## src/rtl/core/isms_pkg.sv

```systemverilog
// Shared opcodes, status codes and controller/datapath interface types.
`default_nettype none
package isms_pkg;

  // Request opcodes.
  localparam logic [1:0] OP_ADD   = 2'd0;
  localparam logic [1:0] OP_REM   = 2'd1;
  localparam logic [1:0] OP_READ  = 2'd2;
  localparam logic [1:0] OP_CLEAR = 2'd3;

  // Result status codes.
  localparam logic [1:0] ST_OK    = 2'd0;
  localparam logic [1:0] ST_UNCH  = 2'd1;
  localparam logic [1:0] ST_FULL  = 2'd2;
  localparam logic [1:0] ST_INVAL = 2'd3;

  // Width of the read index field.
  localparam int IDX_W = 4;

  // Commands from the controller to the datapath.
  typedef struct packed {
    logic       load;       // capture request, reset scan counters
    logic       rd_issue;   // read the active bank
    logic       rd_use_idx; // address from the request index, not the scan counter
    logic       p1_eval;    // first add pass: merge or count survivor
    logic       rescan;     // restart the scan counter
    logic       i_inc;      // next stored entry
    logic       ins_write;  // write the merged interval
    logic       ent_write;  // copy the current entry
    logic       part_lo;    // write the part below the removed span
    logic       part_hi;    // write the part above the removed span
    logic       mark_chg;   // a removal hit an entry
    logic       commit;     // swap banks, take new count
    logic       clear;      // empty the set
    logic       resp;       // emit a result
    logic [1:0] resp_code;
    logic       resp_data;  // result carries the read entry
  } isms_cmd_t;

  // Status from the datapath to the controller.
  typedef struct packed {
    logic [1:0] op;
    logic       inv;        // lo > hi
    logic       idx_ok;
    logic       scan_done;
    logic       contained;  // entry contains the request
    logic       overlap;    // entry touches or overlaps the request
    logic       below;      // entry starts below the request
    logic       above;      // entry ends above the request
    logic       before_new; // entry sorts before the merged interval
    logic       inserted;
    logic       full_add;
    logic       w_full;
    logic       changed;
  } isms_stat_t;

endpackage
`default_nettype wire

```

## src/rtl/core/isms_ctrl.sv

```systemverilog
// Controller state machine sequencing the scan passes over the interval table.
`default_nettype none
module isms_ctrl (
  input  wire logic               clk,
  input  wire logic               rst_n,
  input  wire logic               start,
  output logic                    busy,
  input  wire isms_pkg::isms_stat_t st,
  output isms_pkg::isms_cmd_t     cmd
);
  import isms_pkg::*;

  localparam logic [3:0] S_IDLE   = 4'd0;
  localparam logic [3:0] S_DISP   = 4'd1;
  localparam logic [3:0] S_RDW    = 4'd2;
  localparam logic [3:0] S_P1_RD  = 4'd3;
  localparam logic [3:0] S_P1_EV  = 4'd4;
  localparam logic [3:0] S_P1_END = 4'd5;
  localparam logic [3:0] S_P2_RD  = 4'd6;
  localparam logic [3:0] S_P2_EV  = 4'd7;
  localparam logic [3:0] S_R_RD   = 4'd8;
  localparam logic [3:0] S_R_EV   = 4'd9;
  localparam logic [3:0] S_R_SPL  = 4'd10;
  localparam logic [3:0] S_R_END  = 4'd11;
  localparam logic [3:0] S_COMMIT = 4'd12;
  localparam logic [3:0] S_CLR    = 4'd13;
  localparam logic [3:0] S_DONE   = 4'd14;

  logic [3:0] state_r, state_nxt;

  // State register.
  always_ff @(posedge clk) begin
    if (!rst_n) begin
      state_r <= S_IDLE;
    end else begin
      state_r <= state_nxt;
    end
  end

  assign busy = (state_r != S_IDLE);

  // Next state and command decode.
  always_comb begin
    state_nxt = state_r;
    cmd = '0;
    unique case (state_r)
      S_IDLE: begin
        if (start) begin
          cmd.load  = 1'b1;
          state_nxt = S_DISP;
        end
      end
      S_DISP: begin
        unique case (st.op)
          OP_ADD, OP_REM: begin
            if (st.inv) begin
              cmd.resp      = 1'b1;
              cmd.resp_code = ST_INVAL;
              state_nxt     = S_IDLE;
            end else if (st.op == OP_ADD) begin
              state_nxt = S_P1_RD;
            end else begin
              state_nxt = S_R_RD;
            end
          end
          OP_READ: begin
            if (st.idx_ok) begin
              cmd.rd_issue   = 1'b1;
              cmd.rd_use_idx = 1'b1;
              state_nxt      = S_RDW;
            end else begin
              cmd.resp      = 1'b1;
              cmd.resp_code = ST_INVAL;
              state_nxt     = S_IDLE;
            end
          end
          default: state_nxt = S_CLR;
        endcase
      end
      S_RDW: begin
        cmd.resp      = 1'b1;
        cmd.resp_code = ST_OK;
        cmd.resp_data = 1'b1;
        state_nxt     = S_IDLE;
      end
      // First add pass: look for containment and gather the merged span.
      S_P1_RD: begin
        if (st.scan_done) begin
          state_nxt = S_P1_END;
        end else begin
          cmd.rd_issue = 1'b1;
          state_nxt    = S_P1_EV;
        end
      end
      S_P1_EV: begin
        if (st.contained) begin
          cmd.resp      = 1'b1;
          cmd.resp_code = ST_UNCH;
          state_nxt     = S_IDLE;
        end else begin
          cmd.p1_eval = 1'b1;
          cmd.i_inc   = 1'b1;
          state_nxt   = S_P1_RD;
        end
      end
      S_P1_END: begin
        if (st.full_add) begin
          cmd.resp      = 1'b1;
          cmd.resp_code = ST_FULL;
          state_nxt     = S_IDLE;
        end else begin
          cmd.rescan = 1'b1;
          state_nxt  = S_P2_RD;
        end
      end
      // Second add pass: copy survivors, insert the merged span in order.
      S_P2_RD: begin
        if (st.scan_done) begin
          cmd.ins_write = !st.inserted;
          state_nxt     = S_COMMIT;
        end else begin
          cmd.rd_issue = 1'b1;
          state_nxt    = S_P2_EV;
        end
      end
      S_P2_EV: begin
        if (st.overlap) begin
          cmd.i_inc = 1'b1;
          state_nxt = S_P2_RD;
        end else if (!st.inserted && !st.before_new) begin
          cmd.ins_write = 1'b1;
        end else begin
          cmd.ent_write = 1'b1;
          cmd.i_inc     = 1'b1;
          state_nxt     = S_P2_RD;
        end
      end
      // Remove pass: copy, trim or split each entry into the spare bank, or drop it.
      S_R_RD: begin
        if (st.scan_done) begin
          state_nxt = S_R_END;
        end else begin
          cmd.rd_issue = 1'b1;
          state_nxt    = S_R_EV;
        end
      end
      S_R_EV: begin
        if (st.overlap) begin
          cmd.mark_chg = 1'b1;
          if (st.below) begin
            if (st.w_full) begin
              cmd.resp      = 1'b1;
              cmd.resp_code = ST_FULL;
              state_nxt     = S_IDLE;
            end else begin
              cmd.part_lo = 1'b1;
              if (st.above) begin
                state_nxt = S_R_SPL;
              end else begin
                cmd.i_inc = 1'b1;
                state_nxt = S_R_RD;
              end
            end
          end else if (st.above) begin
            if (st.w_full) begin
              cmd.resp      = 1'b1;
              cmd.resp_code = ST_FULL;
              state_nxt     = S_IDLE;
            end else begin
              cmd.part_hi = 1'b1;
              cmd.i_inc   = 1'b1;
              state_nxt   = S_R_RD;
            end
          end else begin
            cmd.i_inc = 1'b1;
            state_nxt = S_R_RD;
          end
        end else if (st.w_full) begin
          cmd.resp      = 1'b1;
          cmd.resp_code = ST_FULL;
          state_nxt     = S_IDLE;
        end else begin
          cmd.ent_write = 1'b1;
          cmd.i_inc     = 1'b1;
          state_nxt     = S_R_RD;
        end
      end
      S_R_SPL: begin
        if (st.w_full) begin
          cmd.resp      = 1'b1;
          cmd.resp_code = ST_FULL;
          state_nxt     = S_IDLE;
        end else begin
          cmd.part_hi = 1'b1;
          cmd.i_inc   = 1'b1;
          state_nxt   = S_R_RD;
        end
      end
      S_R_END: begin
        if (!st.changed) begin
          cmd.resp      = 1'b1;
          cmd.resp_code = ST_UNCH;
          state_nxt     = S_IDLE;
        end else begin
          state_nxt = S_COMMIT;
        end
      end
      S_COMMIT: begin
        cmd.commit = 1'b1;
        state_nxt  = S_DONE;
      end
      S_CLR: begin
        cmd.clear = 1'b1;
        state_nxt = S_DONE;
      end
      S_DONE: begin
        cmd.resp      = 1'b1;
        cmd.resp_code = ST_OK;
        state_nxt     = S_IDLE;
      end
      default: state_nxt = S_IDLE;
    endcase
  end

endmodule
`default_nettype wire

```

## src/rtl/core/isms_dp.sv

```systemverilog
// Datapath: two interval banks, scan counters, comparators and result register.
`default_nettype none
module isms_dp #(
  parameter int MAX_RANGES  = 16,
  parameter int VALUE_WIDTH = 32,
  parameter int CW          = $clog2(MAX_RANGES + 1)
) (
  input  wire logic                          clk,
  input  wire logic                          rst_n,
  input  wire logic [1:0]                    in_op,
  input  wire logic signed [VALUE_WIDTH-1:0] in_range_lo,
  input  wire logic signed [VALUE_WIDTH-1:0] in_range_hi,
  input  wire logic [isms_pkg::IDX_W-1:0]    in_entry_index,
  input  wire isms_pkg::isms_cmd_t           cmd,
  output isms_pkg::isms_stat_t               st,
  output logic                               out_valid,
  output logic [1:0]                         out_status,
  output logic [CW-1:0]                      out_range_count,
  output logic signed [VALUE_WIDTH-1:0]      out_entry_lo,
  output logic signed [VALUE_WIDTH-1:0]      out_entry_hi
);
  import isms_pkg::*;

  localparam int AW   = (MAX_RANGES > 1) ? $clog2(MAX_RANGES) : 1;
  localparam int CMPW = (CW > IDX_W) ? CW : IDX_W;

  // Two banks: one holds the set, the other receives the rewritten set.
  logic signed [VALUE_WIDTH-1:0] lo0_mem [MAX_RANGES];
  logic signed [VALUE_WIDTH-1:0] hi0_mem [MAX_RANGES];
  logic signed [VALUE_WIDTH-1:0] lo1_mem [MAX_RANGES];
  logic signed [VALUE_WIDTH-1:0] hi1_mem [MAX_RANGES];

  logic                          bank_r;
  logic [CW-1:0]                 count_r;
  logic [1:0]                    op_r;
  logic signed [VALUE_WIDTH-1:0] lo_r, hi_r, nlo_r, nhi_r, rlo_r, rhi_r;
  logic [IDX_W-1:0]              idx_r;
  logic [CW-1:0]                 i_r, w_r, n_r;
  logic                          inserted_r, changed_r;
  logic [AW-1:0]                 rd_addr, wr_addr;
  logic                          wr_en;
  logic signed [VALUE_WIDTH-1:0] wlo, whi;

  assign rd_addr = cmd.rd_use_idx ? AW'(idx_r) : AW'(i_r);
  assign wr_addr = AW'(w_r);
  assign wr_en   = cmd.ins_write | cmd.ent_write | cmd.part_lo | cmd.part_hi;

  // Write data selection.
  always_comb begin
    wlo = rlo_r;
    whi = rhi_r;
    if (cmd.ins_write) begin
      wlo = nlo_r;
      whi = nhi_r;
    end else if (cmd.part_lo) begin
      whi = lo_r;
    end else if (cmd.part_hi) begin
      wlo = hi_r;
    end
  end

  // Bank memories: write to the spare bank, registered read from the active one.
  always_ff @(posedge clk) begin
    if (wr_en) begin
      if (bank_r) begin
        lo0_mem[wr_addr] <= wlo;
        hi0_mem[wr_addr] <= whi;
      end else begin
        lo1_mem[wr_addr] <= wlo;
        hi1_mem[wr_addr] <= whi;
      end
    end
    if (cmd.rd_issue) begin
      rlo_r <= bank_r ? lo1_mem[rd_addr] : lo0_mem[rd_addr];
      rhi_r <= bank_r ? hi1_mem[rd_addr] : hi0_mem[rd_addr];
    end
  end

  // Request capture and merged span.
  always_ff @(posedge clk) begin
    if (cmd.load) begin
      op_r  <= in_op;
      lo_r  <= in_range_lo;
      hi_r  <= in_range_hi;
      idx_r <= in_entry_index;
      nlo_r <= in_range_lo;
      nhi_r <= in_range_hi;
    end else if (cmd.p1_eval && st.overlap) begin
      if (rlo_r < nlo_r) nlo_r <= rlo_r;
      if (rhi_r > nhi_r) nhi_r <= rhi_r;
    end
  end

  // Control state: bank select, count, scan counters and flags.
  always_ff @(posedge clk) begin
    if (!rst_n) begin
      bank_r     <= 1'b0;
      count_r    <= '0;
      i_r        <= '0;
      w_r        <= '0;
      n_r        <= '0;
      inserted_r <= 1'b0;
      changed_r  <= 1'b0;
    end else begin
      if (cmd.load) begin
        i_r        <= '0;
        w_r        <= '0;
        n_r        <= '0;
        inserted_r <= 1'b0;
        changed_r  <= 1'b0;
      end else begin
        if (cmd.rescan) begin
          i_r <= '0;
        end else if (cmd.i_inc) begin
          i_r <= i_r + CW'(1);
        end
        if (wr_en) w_r <= w_r + CW'(1);
        if (cmd.p1_eval && !st.overlap) n_r <= n_r + CW'(1);
        if (cmd.ins_write) inserted_r <= 1'b1;
        if (cmd.mark_chg) changed_r <= 1'b1;
      end
      if (cmd.commit) begin
        bank_r  <= ~bank_r;
        count_r <= w_r;
      end else if (cmd.clear) begin
        count_r <= '0;
      end
    end
  end

  // Status to the controller.
  always_comb begin
    st.op         = op_r;
    st.inv        = lo_r > hi_r;
    st.idx_ok     = CMPW'(idx_r) < CMPW'(count_r);
    st.scan_done  = (i_r == count_r);
    st.contained  = (rlo_r <= lo_r) && (hi_r <= rhi_r);
    st.overlap    = (rlo_r <= hi_r) && (lo_r <= rhi_r);
    st.below      = rlo_r < lo_r;
    st.above      = rhi_r > hi_r;
    st.before_new = (rlo_r < nlo_r) || ((rlo_r == nlo_r) && (rhi_r < nhi_r));
    st.inserted   = inserted_r;
    st.full_add   = (n_r == CW'(MAX_RANGES));
    st.w_full     = (w_r == CW'(MAX_RANGES));
    st.changed    = changed_r;
  end

  // Result register.
  always_ff @(posedge clk) begin
    if (!rst_n) begin
      out_valid <= 1'b0;
    end else begin
      out_valid <= cmd.resp;
    end
    if (cmd.resp) begin
      out_status      <= cmd.resp_code;
      out_range_count <= count_r;
      out_entry_lo    <= cmd.resp_data ? rlo_r : '0;
      out_entry_hi    <= cmd.resp_data ? rhi_r : '0;
    end
  end

endmodule
`default_nettype wire

```

## src/rtl/core/interval_set_merge_split_core.sv

```systemverilog
// Top level of the sorted interval set with add, remove, read and clear.
// A rejected request is answered from dispatch, a read after its read wait state, a clear
// after the clear state; remove scans once with a split state per split; add scans twice.
// One request at a time; busy stays high until the result strobe, whose cycle
// may already accept the next request. The scan passes over the table set the rate.
// Synchronous active-low reset empties the set; stored endpoints are not cleared.
`default_nettype none
module interval_set_merge_split_core #(
  parameter int MAX_RANGES  = 16,
  parameter int VALUE_WIDTH = 32
) (
  input  wire logic                                clk,
  input  wire logic                                rst_n,
  input  wire logic                                start,
  output logic                                     busy,
  input  wire logic [1:0]                          in_op,
  input  wire logic signed [VALUE_WIDTH-1:0]       in_range_lo,
  input  wire logic signed [VALUE_WIDTH-1:0]       in_range_hi,
  input  wire logic [isms_pkg::IDX_W-1:0]          in_entry_index,
  output logic                                     out_valid,
  output logic [1:0]                               out_status,
  output logic [$clog2(MAX_RANGES+1)-1:0]          out_range_count,
  output logic signed [VALUE_WIDTH-1:0]            out_entry_lo,
  output logic signed [VALUE_WIDTH-1:0]            out_entry_hi
);
  import isms_pkg::*;

  isms_cmd_t  cmd;
  isms_stat_t st;

  // Sequencer.
  isms_ctrl u_ctrl (
    .clk   (clk),
    .rst_n (rst_n),
    .start (start),
    .busy  (busy),
    .st    (st),
    .cmd   (cmd)
  );

  // Storage and compare logic.
  isms_dp #(
    .MAX_RANGES  (MAX_RANGES),
    .VALUE_WIDTH (VALUE_WIDTH),
    .CW          ($clog2(MAX_RANGES + 1))
  ) u_dp (
    .clk             (clk),
    .rst_n           (rst_n),
    .in_op           (in_op),
    .in_range_lo     (in_range_lo),
    .in_range_hi     (in_range_hi),
    .in_entry_index  (in_entry_index),
    .cmd             (cmd),
    .st              (st),
    .out_valid       (out_valid),
    .out_status      (out_status),
    .out_range_count (out_range_count),
    .out_entry_lo    (out_entry_lo),
    .out_entry_hi    (out_entry_hi)
  );

endmodule
`default_nettype wire

```

## config.mk

```make
export PLATFORM = sky130hd
export DESIGN_NAME = interval_set_merge_split_core
export DESIGN_NICKNAME = d
export VERILOG_FILES = /design/src/rtl/core/isms_pkg.sv /design/src/rtl/core/isms_ctrl.sv /design/src/rtl/core/isms_dp.sv /design/src/rtl/core/interval_set_merge_split_core.sv
export SDC_FILE = /design/constraint.sdc
export NUM_CORES = 2
export LEC_CHECK = 0
export ABC_AREA = 1
export BUFFER_PORTS_ARGS = -buffer_cell sky130_fd_sc_hd__buf_2
export CAP_MARGIN = 5
export CORE_MARGIN = 2
export CORE_UTILIZATION = 48
export DETAILED_ROUTE_END_ITERATION = 8
export PLACE_DENSITY = 0.65
export SYNTH_ARGS = -nofsm -noshare
export SYNTH_HDL_FRONTEND = slang
export SYNTH_HIERARCHICAL = 1
export SYNTH_SLANG_ARGS = --single-unit
export TNS_END_PERCENT = 10
```

## constraint.sdc

```tcl
create_clock -name clk -period 7.6 [get_ports clk]
set_input_delay 1.52 -clock clk [delete_from_list [all_inputs] [get_ports clk]]
set_output_delay 1.52 -clock clk [all_outputs]
set_load 0.03 [all_outputs]
```

==> flow_results.org <==
** Run status
- The flow ran to the end, and the final reports show no timing, DRC or antenna violations.

** STA
- Setup repair after global routing left no endpoint under its margin.
- The final max-slew violation count is 0.
- Final-report setup violation count :: 0
- Maximum clock frequency :: around 0.14 GHz
- Layout Skew :: 0.0397 ns
- Summed over all failing endpoints, the final setup total negative slack is 0 ns.
- For the pin with the worst max-slew slack, the measured transition is 1.38 ns.
- Number of failing hold endpoints at the final stage :: 0
- Dividing the final minimum period by the clock period gives 91.6%.
- For the finished layout, the period the worst path requires is around 7.0 ns.
- Headroom to the max-slew limit came out at ~7.8%.

** Global route
- Antenna violations before repair :: 18
- Number of global-route vias before repair :: between 60,000 and 70,000
- For this run, global-route usage on met2 was measured as between 40% and 50%.
- After global routing the overflow that remains totals 0.
- Global-route total usage across every layer :: 28.6%
- GRT met1 Usage :: 40.6%
- In the global route stage, met3 resource usage came out at slightly above 6%.
- Entering global routing, the biggest net connects 191 pins.
- The first global-routing pass estimated about 430 mm of wire.
- Most used routing layer in global routing :: met2

** Floorplanning
- The initialized floorplan defines 165 standard-cell rows.
- Die X-Extent :: 454 µm
- Floorplan die area :: 0.206 mm²
- The die is 454 µm tall.
- The floorplan step defined a core boundary enclosing 0.202 mm².
- Initial core utilization :: 48.2%
- During I/O placement, the number of pins put on the boundary was 146.

** Placement
- The HPWL after detailed placement is 169 mm.
- Input and output buffers added on the ports amount to about 150.
- RD Place Congestion :: ~1

** Worst setup path
- Measured in cells, the most critical reg-to-reg path has a length of 17.
- STA puts the critical path data required time at between 8 and 9 ns.
- At the worst endpoint, the arrival time is 7.52 ns.
- Start point of the critical path :: u_dp/rhi_r[27]
- Reg-to-Reg Start :: u_dp/rhi_r[27]
- CP startpoint kind :: flop
- Along the worst path, the maximum fanout reaches 23.
- The critical path is of the reg -> reg type.
- STA classifies the critical path endpoint as a flop.

** CTS
- Buffer type at the clock tree root :: sky130_fd_sc_hd__clkbuf_16
- Clock buffer depth :: 3
- Clock-pin slew on the worst setup and hold paths :: 0.06 ns
- Clock sink total :: 2,345
- TritonCTS Buffers :: approximately 220
- In this run, post-CTS repair resized a total of 0 instances.
- Number of hold buffers added after CTS :: 0
- H-tree depth :: 4
- Clock tree from TritonCTS :: done
- For the worst-skew pair, the clock arrives at the later sink with an insertion delay of 0.88 ns.
- Once the clock tree was built, the setup fixing pass inserted 0 buffers.

** Pwr
- Power per unit of standard cell area :: 300 mW/mm²
- The design draws about 33 mW.
- LEAKAGE :: roughly 37 nW
- Max rail drop VDD :: 283 µV

** Layout
- Relative to the synthesized area, the layout overhead comes to 12.1%.
- The post-route netlist has between 9 and 10% of its cells at a drive strength greater than 1.
- Layout net count :: 8,277

** Yosys
- Ranked by total cell area, the synthesized netlist is headed by sky130_fd_sc_hd__edfxtp_1 71%, sky130_fd_sc_hd__o21ai_0 6.8%, sky130_fd_sc_hd__nor2_1 5.3%.
- Count of different cell masters after synthesis :: 39
- Counting every net in the synthesized netlist gives roughly 8,200.
- Post-synthesis cell area :: around 0.1 mm²
- Each instance of the synthesized netlist takes up on average roughly 12 µm².
- Synth Instances :: 7,895
- The largest total area in the synthesized netlist belongs to sky130_fd_sc_hd__edfxtp_1.
- After synthesis the netlist holds a flip-flop and latch count of ~2,300.
- During synthesis, Yosys emitted a total of 6 warnings.
- The top cell type by area accounts for 71.5% of the synthesized area.
- The share of the Yosys chip area taken by registers is about 70%.

** Detailed routing
- 1st-iter DRT viols :: 9,929
- Once detail routing completed, the nets flagged for antenna violations numbered 0.
- Detailed routing inserted a total of between 60,000 and 70,000 vias.
- Using the TritonRoute via totals, the vias-per-cell ratio works out to a little over 6.
- DRC violation count after routing :: 0
- The first TritonRoute pass finished after 6 iterations.
- Per-cell routed wire length :: 27.8 µm
- Total wirelength of the detailed-routed design :: around 300 mm

** Worst hold path
- The worst hold path belongs to the class reg -> reg.
- Hold path cells :: 2
- The worst hold path begins at u_dp/w_r[4].

** Run
- Count of maximum capacitance violations :: 0
[cell usage after synthesis]
cell type / instances
sky130_fd_sc_hd__o41ai_1: 1
sky130_fd_sc_hd__buf_4: 10
sky130_fd_sc_hd__a211oi_1: 1
sky130_fd_sc_hd__a221o_1: 1
sky130_fd_sc_hd__inv_1: 338
sky130_fd_sc_hd__o22ai_1: 601
sky130_fd_sc_hd__o21ai_4: 2
sky130_fd_sc_hd__o21bai_1: 2
sky130_fd_sc_hd__a21boi_0: 1
sky130_fd_sc_hd__clkbuf_1: 358
sky130_fd_sc_hd__nor2_1: 1378
sky130_fd_sc_hd__nor3b_1: 1
sky130_fd_sc_hd__nor2_2: 1
sky130_fd_sc_hd__xnor2_1: 2
sky130_fd_sc_hd__buf_2: 109
sky130_fd_sc_hd__ha_1: 234
sky130_fd_sc_hd__nand3b_1: 3
sky130_fd_sc_hd__inv_2: 6
sky130_fd_sc_hd__nor3_1: 24
sky130_fd_sc_hd__or2_1: 1
sky130_fd_sc_hd__nand2_1: 626
sky130_fd_sc_hd__nor4b_1: 1
sky130_fd_sc_hd__o21ai_1: 105
sky130_fd_sc_hd__nand4_1: 23
sky130_fd_sc_hd__o211ai_1: 7
sky130_fd_sc_hd__a31oi_1: 2
sky130_fd_sc_hd__nand3_1: 61
sky130_fd_sc_hd__nor4_1: 10
sky130_fd_sc_hd__dfxtp_1: 28
sky130_fd_sc_hd__o221ai_1: 31
sky130_fd_sc_hd__o31ai_1: 2
sky130_fd_sc_hd__o21a_1: 15
sky130_fd_sc_hd__edfxtp_1: 2317
sky130_fd_sc_hd__xor2_1: 3
sky130_fd_sc_hd__buf_1: 11
sky130_fd_sc_hd__a21oi_1: 260
sky130_fd_sc_hd__buf_6: 2
sky130_fd_sc_hd__a21o_1: 2
sky130_fd_sc_hd__o21ai_0: 1315
[placed cells by master (no fill, tap or decap), drive strengths merged, types with 7 or more instances in the layout]
cell type | netlist | routed
edfxtp | 2317 | 2317
o21ai | 1422 | 1422
nor2 | 1379 | 1379
nand2 | 626 | 626
o22ai | 601 | 601
inv | 344 | 348
buf | 132 | 340
clkbuf | 358 | 283
a21oi | 260 | 260
ha | 234 | 234
clkinv | 0 | 101
nand3 | 61 | 61
o221ai | 31 | 31
dfxtp | 28 | 28
nor3 | 24 | 24
nand4 | 23 | 23
o21a | 15 | 15
bufinv | 0 | 11
nor4 | 10 | 10
o211ai | 7 | 7
[worst max-delay path: stages, from the launching register on]
cell and delay (ns):
sky130_fd_sc_hd__edfxtp_1 0.67, sky130_fd_sc_hd__ha_1 0.43, sky130_fd_sc_hd__nand2_1 0.07, sky130_fd_sc_hd__nor2_1 0.12, sky130_fd_sc_hd__nand2_1 0.17, sky130_fd_sc_hd__nor4_1 0.67, sky130_fd_sc_hd__nand2_1 0.17, sky130_fd_sc_hd__nand2_1 0.11
sky130_fd_sc_hd__nand2_1 0.07, sky130_fd_sc_hd__a21boi_0 0.87, sky130_fd_sc_hd__inv_1 0.20, sky130_fd_sc_hd__o41ai_1 0.59, sky130_fd_sc_hd__nor4_1 0.21, sky130_fd_sc_hd__inv_1 0.18, sky130_fd_sc_hd__nand2_1 0.63, sky130_fd_sc_hd__buf_4 0.44
sky130_fd_sc_hd__nor2_4 0.67, sky130_fd_sc_hd__buf_12 0.30
[final timing paths]
check	slack, ns	to
setup / recovery	0.64	u_dp/hi1_mem[7][12]
hold / removal	0.50	u_dp/count_r[4]
setup reg to reg	0.64	u_dp/hi1_mem[7][12]
hold reg to reg	0.50	u_dp/count_r[4]
[per-layer routing]
metal | routed length, µm | share of wire (%)
met1 | 118000 | 39
met2 | 135000 | 45
met3 | 35800 | 12
met4 | 10800 | 3.6
met5 | 206 | 0.069
[layout make-up]
| class | count | area (µm²) |
|---|---|---|
| diodes | 3 | 7.51 |
| well taps | 2672 | 3340 |
| clock inverters | 120 | 1000 |
| fillers | 16540 | 92800 |
| inverters | 344 | 1320 |
| repair buffers | 340 | 3000 |
| clock buffers | 283 | 5810 |
| multi-input cells | 4716 | 24500 |
| flip-flops and latches | 2345 | 70100 |
[power breakdown]
group	internal [mW]	total (mW)	switching, mW	leakage (nW)
Combinational	1.67	6.74	5.06	12.7
Clock	5.76	10.6	4.79	3.29
Sequential	15.2	15.4	0.279	21.2
[kinds of logic (layout without fill, tap and decap cells)]
family,count (synthesis),after routing,synth area share [%]
buf+inv,834,1087,3.41
simple gates,2129,2129,8.43
flops,2345,2345,72.0
other cells,0,3,0
compound gates,2348,2348,13.1
xor+xnor,5,5,0.0450
fa+ha+maj,234,234,3.01
[flip-flops by register name (all words and copies together), names as in the netlist, 2 cells and up]
name and flops:
u_dp/nhi_r 32, u_dp/n_r 5, u_dp/out_status 2, u_dp/out_range_count 5, u_dp/rlo_r 32, u_dp/hi1_mem 512
u_dp/i_r 5, u_dp/hi0_mem 512, u_dp/out_entry_hi 32, u_ctrl/state_r 4, u_dp/lo1_mem 512, u_dp/hi_r 32
u_dp/idx_r 4, u_dp/lo0_mem 512, u_dp/lo_r 32, u_dp/out_entry_lo 32, u_dp/rhi_r 32, u_dp/w_r 5
u_dp/op_r 2, u_dp/count_r 5, u_dp/nlo_r 32
[per-stage QoR]
stage | instance area, µm² | util [%] | std cells | setup slack [ns] | hold WS, ns
2_1_floorplan | 97400 | - | 7895 | 0.0616 | 0.436
3_3_place_gp | 102000 | 50.5 | 10401 | 1.06 | 0.502
3_5_place_dp | 102000 | 50.6 | 10407 | 1.04 | 0.502
4_1_cts | 109000 | 54.0 | 10810 | 1.03 | 0.510
5_1_grt | 109000 | 54.1 | 10820 | 0.611 | 0.531
6_report | 109000 | 54.1 | 10823 | 0.638 | 0.498
Power figures use the tool's default switching activity.
